`src/sv/nll_pkg.sv`:
```
// Shared types and constants for the numeric literal lexer.
package nll_pkg;

  // Field widths of the result beat
  localparam int unsigned MANT_W     = 64;
  localparam int unsigned FRAC_DIG_W = 7;
  localparam int unsigned CONSUMED_W = 32;

  // Defaults for the top-level parameters
  localparam int unsigned COUNT_WIDTH_DEF   = 32;
  localparam int unsigned FRACTION_BITS_DEF = 16;

  // Depth of the job queue between scanner and fixed-point unit
  localparam int unsigned QUEUE_DEPTH = 2;

  typedef enum logic [1:0] {
    KIND_NONE = 2'd0,
    KIND_INT  = 2'd1,
    KIND_FRAC = 2'd2,
    KIND_ERR  = 2'd3
  } kind_e;

  typedef struct packed {
    logic [7:0] byte_value;
    logic       scan_start;
    logic       buffer_end;
  } in_beat_t;

  typedef struct packed {
    kind_e                 token_kind;
    logic [MANT_W-1:0]     mantissa;
    logic [FRAC_DIG_W-1:0] fraction_digits;
    logic [MANT_W-1:0]     fixed_value;
    logic [CONSUMED_W-1:0] consumed_count;
  } out_beat_t;

  // Finished scan handed from the scanner to the fixed-point unit
  typedef struct packed {
    kind_e                 token_kind;
    logic [MANT_W-1:0]     mantissa;
    logic [FRAC_DIG_W-1:0] fraction_digits;
    logic [CONSUMED_W-1:0] consumed_count;
  } job_t;

endpackage

```
`src/sv/nll_fifo.sv`:
```
// Short job queue between the byte scanner and the fixed-point unit.
module nll_fifo (
  input  logic          clk_i,
  input  logic          rst_ni,
  input  logic          push_i,
  input  nll_pkg::job_t push_data_i,
  output logic          full_o,
  input  logic          pop_i,
  output nll_pkg::job_t pop_data_o,
  output logic          empty_o
);

  localparam int unsigned PW = (nll_pkg::QUEUE_DEPTH > 1) ? $clog2(nll_pkg::QUEUE_DEPTH) : 1;
  localparam int unsigned CW = $clog2(nll_pkg::QUEUE_DEPTH + 1);
  localparam logic [PW-1:0] LAST = PW'(nll_pkg::QUEUE_DEPTH - 1);
  localparam logic [CW-1:0] DEPTH = CW'(nll_pkg::QUEUE_DEPTH);

  nll_pkg::job_t    slot_q [nll_pkg::QUEUE_DEPTH];
  logic [PW-1:0]    wr_q, rd_q;
  logic [CW-1:0]    cnt_q;
  logic             do_push, do_pop;

  assign full_o     = (cnt_q == DEPTH);
  assign empty_o    = (cnt_q == '0);
  assign do_push    = push_i && !full_o;
  assign do_pop     = pop_i && !empty_o;
  assign pop_data_o = slot_q[rd_q];

  // Advance pointers and fill count
  always_ff @(posedge clk_i or negedge rst_ni) begin
    if (!rst_ni) begin
      wr_q  <= '0;
      rd_q  <= '0;
      cnt_q <= '0;
    end else begin
      if (do_push) begin
        wr_q <= (wr_q == LAST) ? '0 : wr_q + 1'b1;
      end
      if (do_pop) begin
        rd_q <= (rd_q == LAST) ? '0 : rd_q + 1'b1;
      end
      if (do_push && !do_pop) begin
        cnt_q <= cnt_q + 1'b1;
      end else if (do_pop && !do_push) begin
        cnt_q <= cnt_q - 1'b1;
      end
    end
  end

  // Hold job payloads
  always_ff @(posedge clk_i) begin
    if (do_push) begin
      slot_q[wr_q] <= push_data_i;
    end
  end

endmodule

```
`config.mk`:
```
export PLATFORM = sky130hd
export DESIGN_NAME = nll_fifo
export DESIGN_NICKNAME = d
export VERILOG_FILES = /design/src/sv/nll_pkg.sv /design/src/sv/nll_fifo.sv
export SDC_FILE = /design/constraint.sdc
export NUM_CORES = 1
export LEC_CHECK = 0
export ABC_AREA = 1
export ABC_CLOCK_PERIOD_IN_PS = 7000
export BUFFER_PORTS_ARGS = -buffer_cell sky130_fd_sc_hd__buf_2
export CORE_UTILIZATION = 45
export DETAILED_ROUTE_END_ITERATION = 8
export GPL_ROUTABILITY_DRIVEN = 0
export GPL_TIMING_DRIVEN = 0
export PLACE_DENSITY = 0.7
export SKIP_LAST_GASP = 1
export SLEW_MARGIN = 20
export SYNTH_ARGS = -nofsm -noshare
export SYNTH_HDL_FRONTEND = slang
export SYNTH_SLANG_ARGS = --single-unit
```
`constraint.sdc`:
```
create_clock -name clk_i -period 7 [get_ports clk_i]
set_input_delay 0.35 -clock clk_i [delete_from_list [all_inputs] [get_ports clk_i]]
set_output_delay 0.35 -clock clk_i [all_outputs]
set_load 0.02 [all_outputs]
```
---- Yosys cells after proc, flatten, opt, wreduce, memory -nomap -nowiden ----
Memory sizes are Yosys's and may differ from the RTL's.
Cells that the tools add are included.
storage, ports and cells
  word-level logic and storage cells ...... 25
  input port bits ......................... 109
  memories ................................ 1
  bits in read-only memories .............. 0
  output and inout bits ................... 107
  latch bits .............................. 0
  register bits ........................... 4
  memory bits (writable) .................. 210
cells by class
  bitwise operators ....................... 0
  multipliers ............................. 0
  mux-type cells .......................... 6
  reduce and logical (&&, ||, !) cells .... 10
  $lt $le $gt $ge ......................... 0
  div/mod/pow operators ................... 0
  shifts and indexed selects .............. 0
  add/sub/neg operators ................... 4
  eq/ne operators ......................... 1
memories
  name    depth  width  rd ports  clocked after memory_dff  wr ports  RTL line        RTL
  slot_q  2      105    1         0                         1         nll_fifo.sv:18  nll_pkg::job_t slot_q [nll_pkg::QUEUE_DEPTH];
operator list
  kind                 count
  $logic_and 1x1->1    4
  $logic_not 1->1      4
  $mux 1               4
  $mux 2               2
  $add 1x1->1 const B  2
  $add 2x1->2 const B  1
  $eq 2x2->1 const B   1
  $logic_not 2->1      1
  $reduce_bool 2->1    1
  $sub 2x1->2 const B  1

---- Logic depth before layout (Yosys ltp) ----
  depth after elaboration ................. 7
  mapped depth ............................ 9
  depth with buffers taken out ............ 9

---- Worst setup path before layout ----
Ideal clock, no wire load.
  path type ............................... reg2reg
  start point ............................. register cnt_q[1]
  end point ............................... memory slot_q[1][0] (netlist bit) (enable)
  data required time ...................... 6,430 ps
  cell stages (with the launch flop) ...... 4
  library setup time ...................... 570 ps
  path slack .............................. 1,494 ps
  clock period less this slack ............ 5,506 ps
  arrival ................................. 4,937 ps
  buffers on the path ..................... 0
  cells stage by stage .................... dfrtp_1 inv_1 o21ai_0 nor2_1
on the way
  word-level cells in the longest chain between the ends .. 5
RTL lines
  item                          RTL line        RTL
  start, declared               nll_fifo.sv:20  logic [CW-1:0] cnt_q;
  start signal, assigned        nll_fifo.sv:43  cnt_q <= cnt_q + 1'b1;
  start signal, assigned        nll_fifo.sv:45  cnt_q <= cnt_q - 1'b1;
  $eq 2x2->1                    nll_fifo.sv:23  assign full_o = (cnt_q == DEPTH);
  $logic_not 1->1               nll_fifo.sv:25  assign do_push = push_i && !full_o;
  $logic_and 1x1->1             nll_fifo.sv:25
  $mux 1                        nll_fifo.sv:52  if (do_push) begin
  $mux 1 (implied by the code)  nll_fifo.sv:53  slot_q[wr_q] <= push_data_i;
  end, declared                 nll_fifo.sv:18
Every way passes these cells.

---- Worst setup path in the final report ----
  start point ............................. register cnt_q[1]
  end point ............................... memory slot_q[1][11] (netlist bit) (enable)
The elaborated chain is that of the path after synthesis.

==> results.py <==
metrics = {
    "timing": {
        "tns_ps": 0,
        "timing.slew.headroom_pct": 53.6,
        "rsz0062_at_grt": "no",
        "setup-violations-final": 0,
        "fin_crit_sh_pct": 33.5,
        "fmax_mhz": 426,
        "report.final.hold_viol_count": 0,
        "min_period_ps": 2350,
        "fin_skew_ps": 8.29,
        "worstMarginPinSlew_ps": 694,
        "final_max_slew_viol_count": 0,
    },
    "cts": {
        "htree_levels": 1,
        "clk_path_buf_depth": 3,
        "cts_setup_buffers": 0,
        "cts_tree": "yes",
        "clk_pin_slew_worst_paths_ps": 60,
        "cts-root-buf": "clkbuf_16",
        "numCtsBuffers": 23,
        "cts.sinks": 214,
        "clk_latency_ps": 490,
        "cts_hold_buf": 1,
        "cts-resized-gates": 0,
    },
    "power_and_ir_drop": {
        "powerDensity_nw_per_um2": 450,
        "total_power_mw": 4.53,
        "vdd_drop_max_v": 0.000269,
        "p_leak_nw": 4.37,
    },
    "final_layout": {
        "drive_gt1_share_pct": 32.5,
        "final_cell_mix": "nand2_1, buf_2, edfxtp_1",
        "area_delta_synth_final_pct": 27.9,
        "fin_nets": 937,
        "fin_util_pct": 58.7,
        "final_common_cell": "nand2_1",
    },
    "floorplan": {
        "rows": 48,
        "dieHeight_um": 134,
        "die_area_um2": 18000,
        "start_util_pct": 45.9,
        "die_w_um": 134,
        "num_io_pins": 216,
        "core_area_um2": 17200,
    },
    "grt": {
        "grt_usage_pct": 17.0,
        "grt_max_degree": 64,
        "antenna_found_initial": 4,
        "overflow": 0,
        "grt_pass1_vias": 4819,
        "grt_pass1_wl_mm": 23.6,
    },
    "critical_path": {
        "crit_type": "reg2reg",
        "worstSetupStartpointType": "register",
        "cp_data_required_time_ps": 7200,
        "end_kind": "register",
        "crit_fanout": 20,
        "cp.arrival_ps": 2550,
    },
    "placed_design": {
        "place_hpwl_mm": 10.2,
        "io_buffers": 215,
    },
    "synth": {
        "synth_cells": 580,
        "synth_area_um2": 7880,
        "syn_avg_cell_area_um2": 13.6,
        "yosysWarningCount": 0,
        "synthesis.nets": 690,
        "yosysUniqueCellTypes": 15,
        "ys_seq_elements": 214,
        "yosysSeqAreaShare_pct": 81.3,
    },
    "routing": {
        "drt-initial-drc-count": 192,
        "drt-vias-per-instance": 4.59,
        "wl_per_cell_um": 14.5,
        "ant_nets": 0,
        "vias": 4913,
        "drt_pass1_iterations": 4,
        "finalWirelength_mm": 15.5,
        "drc_errors": 0,
    },
    "flow_run": {
        "cap_viol_max_count": 0,
    },
    "hold_path": {
        "hp-class": "in2reg",
    },
    "outcome": {
        "outcome": "finished clean",
    },
}
==> where the power goes <==
| part | total [mW] | switching [mW] | internal (mW) | leakage [nW] |
|---|---|---|---|---|
| Sequential | 1.81 | 0.0623 | 1.74 | 2.00 |
| Clock | 1.06 | 0.450 | 0.606 | 0.314 |
| Combinational | 1.67 | 1.15 | 0.512 | 2.06 |
| Total | 4.53 | 1.67 | 2.86 | 4.37 |
==> state kept, by name, summed over array words and instances, names as in the netlist <==
name / count
rd_q: 1
slot_q: 210
cnt_q: 2
wr_q: 1
==> through the flow <==
step | cells | instance area [µm²] | hold slack, ps | worst slack (ps)
2_1_floorplan | 580 | 7880 | 54.4 | 1490
3_5_place_dp | 1026 | 9400 | 163 | 4590
6_report | 1070 | 10100 | 38.1 | 4650
3_3_place_gp | 1020 | 9240 | 162 | -1170
5_1_grt | 1068 | 10100 | 11.2 | 4490
4_1_cts | 1067 | 10100 | 16.9 | 4590
==> kinds of logic after synthesis <==
| kind of cell | after synthesis | share of synthesized area [%] |
|---|---|---|
| and+or+nand+nor | 331 | 15.9 |
| DFF | 214 | 81.3 |
| buffers and inverters | 31 | 2.41 |
| AOI/OAI and AO/OA | 2 | 0.127 |
| xor gates and xnor gates | 1 | 0.111 |
| adders and majority gates | 1 | 0.159 |
==> final timing paths <==
path,from,endpoint,slack (ps),cells after the start
setup / recovery,cnt_q[1],slot_q[1][11],4650,7
hold / removal,push_data_i[46],slot_q[0][46],40,1
setup reg to reg,cnt_q[1],slot_q[1][11],4650,7
hold reg to reg,wr_q,wr_q,500,2
max in group asynchronous,rst_ni,cnt_q[0],6680,2
min in group asynchronous,rst_ni,cnt_q[1],200,2
==> layer usage <==
layer | share of wire (%) | vias up | wire, µm | global-route usage [%]
met1 | 40 | 2234 | 6240 | 19.6
li1 | - | 2460 | - | -
met5 | 0.084 | - | 13 | 0
met2 | 48 | 187 | 7380 | 29.0
met3 | 9.9 | 30 | 1530 | 6.54
met4 | 2.1 | 2 | 326 | 5.74
==> critical path: stages, from the launching register on <==
cell and delay, ps:
dfrtp_1 410, inv_1 100, o21ai_0 170, nor2_4 590, buf_16 250, buf_8 180, buf_16 180, buf_16 170
==> final cells by class <==
type	instances	area, µm²
Timing Repair Buffer	222	1240
Fill cell	1417	7100
Clock inverter	9	52.6
Clock buffer	31	606
Inverter	8	37.5
Antenna cell	3	7.51
Tap cell	225	282
Multi-Input combinational cell	335	1290
Buffer	23	158
Sequential cell	214	6410
==> cell usage after synthesis <==
library cell,instances,area [µm²]
edfxtp_1,210,6310
xnor2_1,1,8.76
buf_6,6,67.6
dfrtp_1,4,100
inv_4,1,6.26
nand3b_1,1,7.51
ha_1,1,12.5
buf_2,15,75.1
nand3_1,1,5.00
inv_1,7,26.3
buf_4,2,15.0
nand2_1,324,1220
nand4_1,1,6.26
o21ai_0,2,10.0
nor2_1,4,15.0
Power figures use the tool's default switching activity.
