`src/sv/nll_pkg.sv`:
```
// Shared types and constants for the numeric literal lexer.
package nll_pkg;

  // Field widths of the result beat
  localparam int unsigned MANT_W     = 64;
  localparam int unsigned FRAC_DIG_W = 7;
  localparam int unsigned CONSUMED_W = 32;

  // Defaults for the top-level parameters
  localparam int unsigned COUNT_WIDTH_DEF   = 32;
  localparam int unsigned FRACTION_BITS_DEF = 16;

  // Depth of the job queue between scanner and fixed-point unit
  localparam int unsigned QUEUE_DEPTH = 2;

  typedef enum logic [1:0] {
    KIND_NONE = 2'd0,
    KIND_INT  = 2'd1,
    KIND_FRAC = 2'd2,
    KIND_ERR  = 2'd3
  } kind_e;

  typedef struct packed {
    logic [7:0] byte_value;
    logic       scan_start;
    logic       buffer_end;
  } in_beat_t;

  typedef struct packed {
    kind_e                 token_kind;
    logic [MANT_W-1:0]     mantissa;
    logic [FRAC_DIG_W-1:0] fraction_digits;
    logic [MANT_W-1:0]     fixed_value;
    logic [CONSUMED_W-1:0] consumed_count;
  } out_beat_t;

  // Finished scan handed from the scanner to the fixed-point unit
  typedef struct packed {
    kind_e                 token_kind;
    logic [MANT_W-1:0]     mantissa;
    logic [FRAC_DIG_W-1:0] fraction_digits;
    logic [CONSUMED_W-1:0] consumed_count;
  } job_t;

endpackage

```
`src/sv/nll_front.sv`:
```
// Byte scanner: classifies source bytes and builds one job per literal.
module nll_front #(
  parameter int unsigned COUNT_WIDTH = nll_pkg::COUNT_WIDTH_DEF
) (
  input  logic             clk_i,
  input  logic             rst_ni,
  input  logic             in_valid_i,
  output logic             in_stall_o,
  input  nll_pkg::in_beat_t in_beat_i,
  input  logic             full_i,
  output logic             push_o,
  output nll_pkg::job_t    job_o
);

  localparam logic [1:0] PH_IDLE   = 2'd0;
  localparam logic [1:0] PH_ZERO   = 2'd1;
  localparam logic [1:0] PH_ZEROX  = 2'd2;
  localparam logic [1:0] PH_DIGITS = 2'd3;

  localparam logic [7:0] CHR_ZERO  = 8'h30;
  localparam logic [7:0] CHR_NINE  = 8'h39;
  localparam logic [7:0] CHR_X     = 8'h78;
  localparam logic [7:0] CHR_POINT = 8'h2E;
  localparam logic [7:0] CHR_LA    = 8'h61;
  localparam logic [7:0] CHR_LF    = 8'h66;
  localparam logic [7:0] CHR_UA    = 8'h41;
  localparam logic [7:0] CHR_UF    = 8'h46;

  localparam logic [nll_pkg::FRAC_DIG_W-1:0] FRAC_MAX = '1;

  function automatic logic is_dec(input logic [7:0] c);
    return (c >= CHR_ZERO) && (c <= CHR_NINE);
  endfunction

  function automatic logic is_hex(input logic [7:0] c);
    return is_dec(c) || ((c >= CHR_LA) && (c <= CHR_LF)) ||
           ((c >= CHR_UA) && (c <= CHR_UF));
  endfunction

  function automatic logic [3:0] nibble_of(input logic [7:0] c);
    logic [7:0] t;
    if (is_dec(c)) begin
      t = c - CHR_ZERO;
    end else if ((c >= CHR_LA) && (c <= CHR_LF)) begin
      t = c - CHR_LA + 8'd10;
    end else begin
      t = c - CHR_UA + 8'd10;
    end
    return t[3:0];
  endfunction

  logic [1:0]                        phase_q, phase_d;
  logic                              hex_q, hex_d;
  logic                              point_q, point_d;
  logic [nll_pkg::MANT_W-1:0]        acc_q, acc_d;
  logic [nll_pkg::FRAC_DIG_W-1:0]    frac_q, frac_d;
  logic [COUNT_WIDTH-1:0]            cnt_q, cnt_d;

  logic                              fire;
  logic                              emit;
  logic                              took;
  nll_pkg::kind_e                    kind;
  logic [7:0]                        b;
  logic [nll_pkg::MANT_W-1:0]        dig_ext;
  logic [nll_pkg::MANT_W-1:0]        nib_ext;

  // Stall whenever the queue has no room for a possible job
  assign in_stall_o = full_i;
  assign fire       = in_valid_i && !full_i;
  assign b          = in_beat_i.byte_value;
  assign dig_ext    = nll_pkg::MANT_W'(b - CHR_ZERO);
  assign nib_ext    = nll_pkg::MANT_W'(nibble_of(b));

  // Scan one byte
  always_comb begin
    phase_d = phase_q;
    hex_d   = hex_q;
    point_d = point_q;
    acc_d   = acc_q;
    frac_d  = frac_q;
    cnt_d   = cnt_q;
    emit    = 1'b0;
    took    = 1'b0;
    kind    = nll_pkg::KIND_NONE;
    if (fire) begin
      if (in_beat_i.scan_start) begin
        hex_d   = 1'b0;
        point_d = 1'b0;
        frac_d  = '0;
        acc_d   = '0;
        cnt_d   = '0;
        if (!is_dec(b)) begin
          emit    = 1'b1;
          kind    = nll_pkg::KIND_NONE;
          phase_d = PH_IDLE;
        end else begin
          acc_d   = dig_ext;
          cnt_d   = COUNT_WIDTH'(1);
          phase_d = (b == CHR_ZERO) ? PH_ZERO : PH_DIGITS;
          if (in_beat_i.buffer_end) begin
            emit    = 1'b1;
            kind    = nll_pkg::KIND_INT;
            phase_d = PH_IDLE;
          end
        end
      end else begin
        case (phase_q)
          PH_IDLE: begin
          end
          PH_ZEROX: begin
            if (!is_hex(b)) begin
              emit    = 1'b1;
              kind    = point_q ? nll_pkg::KIND_FRAC : nll_pkg::KIND_INT;
              phase_d = PH_IDLE;
            end else begin
              hex_d   = 1'b1;
              acc_d   = nib_ext;
              cnt_d   = COUNT_WIDTH'(3);
              phase_d = PH_DIGITS;
              if (in_beat_i.buffer_end) begin
                emit    = 1'b1;
                kind    = point_q ? nll_pkg::KIND_FRAC : nll_pkg::KIND_INT;
                phase_d = PH_IDLE;
              end
            end
          end
          default: begin
            if ((phase_q == PH_ZERO) && (b == CHR_X) && !in_beat_i.buffer_end) begin
              phase_d = PH_ZEROX;
            end else begin
              phase_d = PH_DIGITS;
              took    = 1'b1;
              if (b == CHR_POINT) begin
                if (point_q || hex_q) begin
                  emit    = 1'b1;
                  kind    = nll_pkg::KIND_ERR;
                  phase_d = PH_IDLE;
                  took    = 1'b0;
                end else begin
                  point_d = 1'b1;
                end
              end else if (hex_q && is_hex(b)) begin
                acc_d = {acc_q[nll_pkg::MANT_W-5:0], nibble_of(b)};
              end else if (!hex_q && is_dec(b)) begin
                if (point_q && (frac_q != FRAC_MAX)) begin
                  frac_d = frac_q + 1'b1;
                end
                acc_d = (acc_q << 3) + (acc_q << 1) + dig_ext;
              end else begin
                emit    = 1'b1;
                kind    = point_q ? nll_pkg::KIND_FRAC : nll_pkg::KIND_INT;
                phase_d = PH_IDLE;
                took    = 1'b0;
              end
              if (took) begin
                if (cnt_q != '1) begin
                  cnt_d = cnt_q + 1'b1;
                end
                if (in_beat_i.buffer_end) begin
                  emit    = 1'b1;
                  kind    = point_d ? nll_pkg::KIND_FRAC : nll_pkg::KIND_INT;
                  phase_d = PH_IDLE;
                end
              end
            end
          end
        endcase
      end
    end
  end

  // Build the job from the updated scan state
  always_comb begin
    push_o                 = emit;
    job_o.token_kind       = kind;
    job_o.mantissa         = acc_d;
    job_o.fraction_digits  = frac_d;
    job_o.consumed_count   = ((kind == nll_pkg::KIND_INT) || (kind == nll_pkg::KIND_FRAC)) ?
                             nll_pkg::CONSUMED_W'(cnt_d) : '0;
  end

  // Control state
  always_ff @(posedge clk_i or negedge rst_ni) begin
    if (!rst_ni) begin
      phase_q <= PH_IDLE;
      hex_q   <= 1'b0;
      point_q <= 1'b0;
      frac_q  <= '0;
      cnt_q   <= '0;
    end else begin
      phase_q <= phase_d;
      hex_q   <= hex_d;
      point_q <= point_d;
      frac_q  <= frac_d;
      cnt_q   <= cnt_d;
    end
  end

  // Digit accumulator
  always_ff @(posedge clk_i) begin
    acc_q <= acc_d;
  end

endmodule

```
`config.mk`:
```
export PLATFORM = sky130hd
export DESIGN_NAME = nll_front
export DESIGN_NICKNAME = d
export VERILOG_FILES = /design/src/sv/nll_pkg.sv /design/src/sv/nll_front.sv
export SDC_FILE = /design/constraint.sdc
export NUM_CORES = 1
export LEC_CHECK = 0
export ABC_CLOCK_PERIOD_IN_PS = 14000
export BUFFER_PORTS_ARGS = -buffer_cell sky130_fd_sc_hd__buf_2
export CAP_MARGIN = 40
export CORE_MARGIN = 2
export CORE_UTILIZATION = 60
export CTS_CLUSTER_SIZE = 25
export DETAILED_ROUTE_END_ITERATION = 10
export HOLD_SLACK_MARGIN = 0.08
export PLACE_DENSITY = 0.81
export SYNTH_ARGS = -nofsm -noshare
export SYNTH_HDL_FRONTEND = slang
export SYNTH_SLANG_ARGS = --single-unit
```
`constraint.sdc`:
```
create_clock -name clk_i -period 14 [get_ports clk_i]
set_clock_uncertainty 0.2 [all_clocks]
set_input_delay 2.1 -clock clk_i [delete_from_list [all_inputs] [get_ports clk_i]]
set_output_delay 2.1 -clock clk_i [all_outputs]
set_load 0.05 [all_outputs]
```
# Word-level counts from Yosys, hierarchy flattened
# Index checks and enable logic that the tools add are counted.
[word_totals]
in_bits = 14
elab_cells = 148
output_inout_bits = 107
regBits = 107
[op_classes]
n_reduce_logical = 23
order_cmp = 6
add_sub_neg = 10
mux = 91
n_eq_ne = 12
[ops]
columns = ["op", "count"]
rows = [
  ["$mux 64", 8],
  ["$mux 32", 7],
  ["$add 64x64->64", 2],
  ["$pmux 64 s2", 1],
  ["$pmux 32 s2", 1],
  ["$mux 7", 8],
  ["$mux 2", 26],
  ["$mux 1", 35],
  ["$add 32x1->32 const B", 1],
  ["$ne 32x32->1 const B", 1],
  ["$eq 8x6->1 const B", 2],
  ["$ge 8x7->1 const B", 2],
  ["$le 8x7->1 const B", 2],
  ["$sub 4x1->4 const B", 3],
  ["$logic_and 1x1->1", 9],
  ["$sub 8x6->9 const B", 1],
  ["$add 4x4->4 const B", 2],
  ["$eq 8x7->1 const B", 1],
  ["$ge 8x6->1 const B", 1],
  ["$le 8x6->1 const B", 1],
  ["$mux 4", 2],
  ["$pmux 2 s2", 2],
  ["$add 7x1->7 const B", 1],
  ["$ne 7x7->1 const B", 1],
  ["12 further kinds", 22],
]

# Longest topological paths before layout
# Gate-level depths: netlist (run 1).
[logic_depth]
ltp_word = 19
depth_mapped = 17

# Worst setup path before layout (run 1)
# OpenSTA, ideal clock, no wires.
[synth_path]
path_kind = "input -> output"
from = "input in_beat_i[6] (netlist bit)"
to = "output job_o[101] (netlist bit)"
required_time_ps = 11700
path_slack_ps = -358
arrival_ps = 12058
path_stages = 16
cell_sequence = "ha_1 nor3_1 inv_1 fa_1 inv_1 ha_1 and4_1 nand4_1 o21ai_1 o31ai_1 o31ai_1 a31oi_1 o31a_1 o21ai_1 xnor2_1 a221oi_1"
[synth_rtl]
columns = ["item", "line_no", "text"]
rows = [
  ["from (decl)", "nll_front.sv:9", "input nll_pkg::in_beat_t in_beat_i,"],
  ["to (decl)", "nll_front.sv:12", "output nll_pkg::job_t job_o"],
]

==> results of run 1 <==
registers in the layout, summed over array words and instances, names as in the netlist:
| register | flops |
|---|---|
| frac_q | 7 |
| phase_q | 2 |
| acc_q | 64 |
| point_q | 1 |
| hex_q | 1 |
| cnt_q | 32 |
final cells by class:
type / instances / area share (%)
Sequential cell: 107 / 18.99
Timing Repair Buffer: 140 / 6.409
Clock inverter: 6 / 0.6550
Tap cell: 234 / 2.358
Multi-Input combinational cell: 1190 / 68.86
Inverter: 28 / 0.8868
Clock buffer: 10 / 1.844
stage by stage:
stage          hold slack (ps)  area [µm²]  utilization [%]  total power [mW]  setup WS (ps)
2_1_floorplan            250.3       11400                -            0.8169           2102
3_5_place_dp             277.6       12110            64.93            0.9600           4610
3_3_place_gp             267.6       12040            64.57            0.9428           4408
6_report                 300.5       12420            66.60             1.258           4473
5_1_grt                  333.0       12420            66.60             1.327           4192
4_1_cts                  297.3       12420            66.60             1.244           4598
power by group:
group,switching [mW],leakage (nW),total [mW],internal [mW]
Combinational,0.391,4.38,0.602,0.211
Clock,0.142,0.153,0.287,0.144
Sequential,0.0428,1.11,0.370,0.327
kinds of logic after synthesis:
family	after synthesis	share of synthesized area, %
buf+inv	123	4.533
compound gates	572	31.82
fa+ha+maj	134	18.73
flops	107	20.68
xor+xnor	65	5.060
mux	10	0.8892
simple gates	409	18.29
how the worst min path moves through the flow:
stage	startpoint	end	slack (ps)	cells past startpoint
3_3_place_gp	cnt_q[5]	cnt_q[5]	270	1
3_5_place_dp	cnt_q[5]	cnt_q[5]	280	1
4_1_cts	cnt_q[5]	cnt_q[5]	300	1
2_1_floorplan	cnt_q[5]	cnt_q[5]	250	1
5_1_grt	cnt_q[5]	cnt_q[5]	330	1
6_report	cnt_q[5]	cnt_q[5]	300	1
metal layers:
metal	global-route usage, %	vias up
met5	0	-
met4	15.58	0
met3	6.109	131
met2	56.69	720
met1	48.17	5691
li1	-	5444
synth_stat cells, types with 16 or more instances:
cell      number
a31oi_1       31
o221ai_1      17
ha_1          73
and2_1        32
clkbuf_1      76
xor2_1        32
nor2_1        96
dfrtp_1       43
nand3_1       44
dfxtp_1       64
nor3_1        16
a221oi_1      20
fa_1          61
o21ai_0      143
o21a_1        17
nand2_1      106
a21oi_1      172
inv_1         25
nand4_1       41
a21o_1        43
xnor2_1       32
==> flow_summary_export.csv, run 1 <==
group,metric,value,unit
outcome,status,"finished, final reports clean",
die,rows,50,
finish,final_common_cell,"a21oi_1",
route,wirelength,36.26,mm
synth,ys_seq_elements,107,
grt,grt_pass1_vias,11120,
setup_path,worstPathArrival,7230,ps
finish,syn2layout_area_growth,8.925,%
clocking,cts_num_sinks,107,
synth,syn_area_per_cell,8.027,µm²
setup_path,cp_top_family,"compound AO/OA/AOI/OAI gates",
route,wl_met2,16.18,mm
power,p_leak,5.645,nW
route,vias,11990,
die,die_h,141.8,µm
grt,grt_pass1_wl,57.66,mm
clocking,htreeDepth,3,
synth,synth_edf_count,0,
synth,async_flop_share,40.19,%
grt,grt_max_degree,66,
power,ir_drop,72.16,µV
setup_path,crit_type,"input port to primary output",
synth,yosys.area.top_type,"dfxtp_1",
finish,ff_latch_area,0.002357,mm²
die,dieArea,0.02012,mm²
synth,synth_nets,1568,
setup_path,rr_startpoint,"acc_q[2]",
die,ios,121,
finish,nNetsFinal,1624,
timing,final.min_clock_period,9527,ps
power,p_per_area,101.4,mW/mm²
synth,synth_warnings,0,
route,viasPerCell,6.989,
route,first_iter_violations,1167,
setup_path,slowest_delay,510,ps
route,wl_met3,3.621,mm
finish,fillers,1612,
setup_path,cp-startpoint,"in_beat_i[7]",
timing,fin_crit_sh,68.05,%
synth,synth_cell_types,87,
timing,slew_violations,0,
clocking,clk_pin_slew,80,ps
clocking,clockBufferDepth,2,
route,routed.top_layer,"met4",
clocking,cts_buffers,9,
timing,setup_viol,0,
clocking,cts.repair.resized,0,
route,ant_nets,0,
setup_path,path_buf_inv,5,
die,start_util,61.14,%
synth,synth_top_area_share,11.24,%
route,drc,0,
placed_design,dp_hpwl,26.57,mm
timing,relSlewSlack,41.63,%
route,drt_pass1_iterations,8,
clocking,cts_tree,"yes",
setup_path,endpoint,"job_o[85]",
setup_path,worstRegToRegCells,12,
route,wl_per_cell,21.14,µm
clocking,post_cts_buffers,0,
finish,layout.cells.non_filler,1715,
synth,synthTopCellsByArea,"dfxtp_1 (11%), fa_1 (11%), dfrtp_1 (9.4%), ha_1 (8.0%), a21oi_1 (7.6%)",
setup_path,cp_cell_sequence,"buf_2, ha_1, nor3_4, buf_4, inv_1, fa_1, inv_1, ha_1, and4_1, nand4_1, o21ai_1, o31ai_1, o31ai_1, a31oi_1, xnor2_1, nor4_1, a21oi_1, o21ai_0, buf_2",
setup_path,r2r_slack,9290,ps
synth,seq_area_frac_synth,20.68,%
setup_path,r2r-end,"acc_q[46]",
grt,antenna_found_initial,0,
run,drv_cap,0,
clocking,worstSkewPairLatency,370,ps
synth,netlist_instances,1420,
finish,antenna_cells,0,
route,met1Wirelength,14.84,mm
setup_path,crit_path_start_kind,"input port",
setup_path,critPathMaxFanout,30,
timing,worst_pin_slew,872.4,ps
synth,netlist_area,0.01140,mm²
finish,final_cell_mix,"a21oi_1 (172), o21ai_0 (143), buf_2 (120), nand2_1 (106), nor2_1 (95)",
grt,track_usage,35.71,%
timing,timing.setup.tns,0,ps
placed_design,gp_congestion,1.045,
setup_path,cp-end-kind,"primary output",
die,coreArea,0.01864,mm²
clocking,holdBufCountCts,0,
setup_path,cp_num_cells,19,
worst_hold_path,worstHoldPathType,"flop to flop",
grt,grt-ovfl-total,0,
die,die_w,141.8,µm
setup_path,critPathSlowestCell,"o31ai_1",
placed_design,io_buffers,120,
placed_design,dp.cells,1699,
timing,finalHoldViolations,0,
synth,synth_top_flop_cell,"dfxtp_1",
setup_path,required,11700,ps
finish,drive_gt1_share,12.63,%
timing,clock.fmax,105.0,MHz
timing,rsz0062_at_grt,"no",
clocking,cts-root-buf,"clkbuf_16",
finish,multi_input_area,0.008549,mm²
(Power assumes the default switching activity.)
==> run 2, diff against run 1 <==
Settings changed: ABC_CLOCK_PERIOD_IN_PS 14000 to 8100, CORE_UTILIZATION 60 to 55, PLACE_DENSITY 0.81 to 0.78.
Clock period 14 ns to 8.1 ns, I/O delays scaled along.
==> run 2 against run 1 <==
First-iteration DRC count increased by 10%. Routed wire length increased by 4.1%. Design area grew 1.5%. Clock-buffer cell count is 1 lower. Cell count increased by 2.3%. Critical path depth is 1 lower. Utilization shrank 4.5 points. Register-to-register slack worse by 5800 ps. Clock power rose by 69%. Largest cell class unchanged. Highest routed layer unchanged.
==> flow_summary_export.csv, run 2 (synthesized netlist as in run 1, its figures left out) <==
group,metric,value,unit
clocking,worstSkewPairLatency,380,ps
setup_path,rr_startpoint,"acc_q[2]",
timing,finalHoldViolations,0,
route,ant_nets,0,
timing,setup_viol,0,
clocking,cts.repair.resized,0,
finish,antenna_cells,0,
clocking,cts_num_sinks,107,
grt,antenna_found_initial,0,
outcome,status,"finished, final reports clean",
grt,grt_pass1_wl,59.93,mm
power,seq_power_share,29.3,%
clocking,holdBufCountCts,0,
finish,regMostFlops,"acc_q",
route,wirelength,37.74,mm
finish,syn2layout_area_growth,10.57,%
die,die_h,148.0,µm
finish,fillers,1844,
power,swShare,46.77,%
timing,relSlewSlack,33.81,%
route,vias,11960,
setup_path,required,6680,ps
die,dieArea,0.02189,mm²
finish,nNetsFinal,1627,
die,die_w,148.0,µm
setup_path,cp-end-kind,"primary output",
placed_design,gp_congestion,0.9940,
power,p_leak,5.704,nW
finish,final_core_util,62.09,%
power,p_per_area,172.1,mW/mm²
run,drv_cap,0,
timing,clock.fmax,131.7,MHz
die,ios,121,
route,wl_per_cell,21.51,µm
power,ir_drop,110.7,µV
clocking,clockBufferDepth,2,
route,first_iter_violations,1286,
worst_hold_path,worstHoldPathType,"flop to flop",
die,rows,52,
clocking,htreeDepth,3,
route,drt_pass1_iterations,6,
clocking,cts_tree,"yes",
route,viasPerCell,6.818,
placed_design,io_buffers,120,
finish,largest_register_ffs,64,
power,p_switching,1.014,mW
clocking,cts-root-buf,"clkbuf_16",
finish,drive_gt1_share,14.02,%
timing,timing.setup.tns,0,ps
power,clkPwrFrac,22.3,%
clocking,cts_buffers,9,
setup_path,crit_type,"input port to primary output",
worst_hold_path,min_to,"cnt_q[5]",
clocking,clk_pin_slew,90,ps
timing,timing.hold.ws,304.2,ps
grt,track_usage,34.14,%
placed_design,dp_hpwl,27.65,mm
setup_path,r2r-end,"acc_q[58]",
setup_path,worstRegToRegCells,12,
setup_path,critPathMaxFanout,23,
timing,fin_crit_sh,93.77,%
worst_hold_path,hold_path_depth,1,
route,drc,0,
grt,grt-ovfl-total,0,
clocking,post_cts_buffers,0,
power,p_int,1.155,mW
grt,grt_pass1_vias,11290,
setup_path,worstPathArrival,6180,ps
timing,slew_violations,0,
die,start_util,56.15,%
finish,final_common_cell,"a21oi_1",
finish,reg_top3,"acc_q x64, cnt_q x32, frac_q x7",
timing,final.min_clock_period,7596,ps
timing,rsz0062_at_grt,"no",
setup_path,r2r_slack,3470,ps
worst_hold_path,hold_start,"cnt_q[5]",
die,coreArea,0.02030,mm²
timing,worst_pin_slew,989.2,ps
grt,grt_max_degree,56,
setup_path,crit_path_start_kind,"input port",
power,combPwrFrac,48.3,%
finish,final_cell_mix,"a21oi_1 (170), buf_2 (120), o21ai_0 (116), nand2_1 (106), nor2_1 (95)",
## run 2: power groups by stage
stage	logic, mW	clock network (mW)	registers (mW)
floorplan	0.792	0	0.628
global placement	0.993	0	0.648
detailed placement	1.02	0	0.648
CTS	1.03	0.486	0.637
global route	1.14	0.502	0.646
finish	1.05	0.484	0.637
## run 2: worst max-delay path by stage
stage	from	endpoint	slack (ps)	cells after the start
floorplan	in_beat_i[6]	job_o[101]	-260	16
global placement	in_beat_i[6]	job_o[102]	760	18
detailed placement	in_beat_i[6]	job_o[95]	670	18
CTS	in_beat_i[6]	job_o[102]	650	18
global route	in_beat_i[7]	job_o[91]	90	17
finish	in_beat_i[7]	job_o[100]	500	18
## run 2: area by class of cell
| type | instances | area [µm²] | area share (%) |
|---|---|---|---|
| multi-input combinational | 1190 | 8675 | 68.83 |
| sequential | 107 | 2357 | 18.70 |
| timing repair buffer | 143 | 809.5 | 6.423 |
| tap | 270 | 337.8 | 2.680 |
| clock buffer | 9 | 225.2 | 1.787 |
| inverter | 28 | 110.1 | 0.8736 |
| clock inverter | 7 | 88.84 | 0.7049 |
## run 2: per-layer routing
metal	track usage, %	vias to the layer above	wire length, µm
li1	-	5458	-
met4	13.43	0	1379
met5	0	-	0
met1	47.36	5706	15850
met3	5.586	115	3554
met2	53.47	679	16950
## run 2: per-stage QoR
step	total power [mW]	worst slack, ps	instances	instance area, µm²
global placement	1.641	757.5	1734	12220
floorplan	1.420	-260.8	1420	11530
finish	2.169	504.3	1754	12600
global route	2.293	87.77	1754	12600
detailed placement	1.672	669.7	1738	12290
CTS	2.153	653.1	1754	12600
## run 2: worst max-delay path: stages
cell      delay (ps)
buf_2            130
ha_1             300
nor3_4           180
buf_4            380
buf_4            400
fa_1             480
ha_1             480
o21ai_0          160
o21a_1           190
o21ai_0          350
a41o_1           300
a21bo_2          160
a21oi_2           50
o31ai_2          470
a21oi_1          160
xor2_1           190
a221oi_4         230
buf_2            300
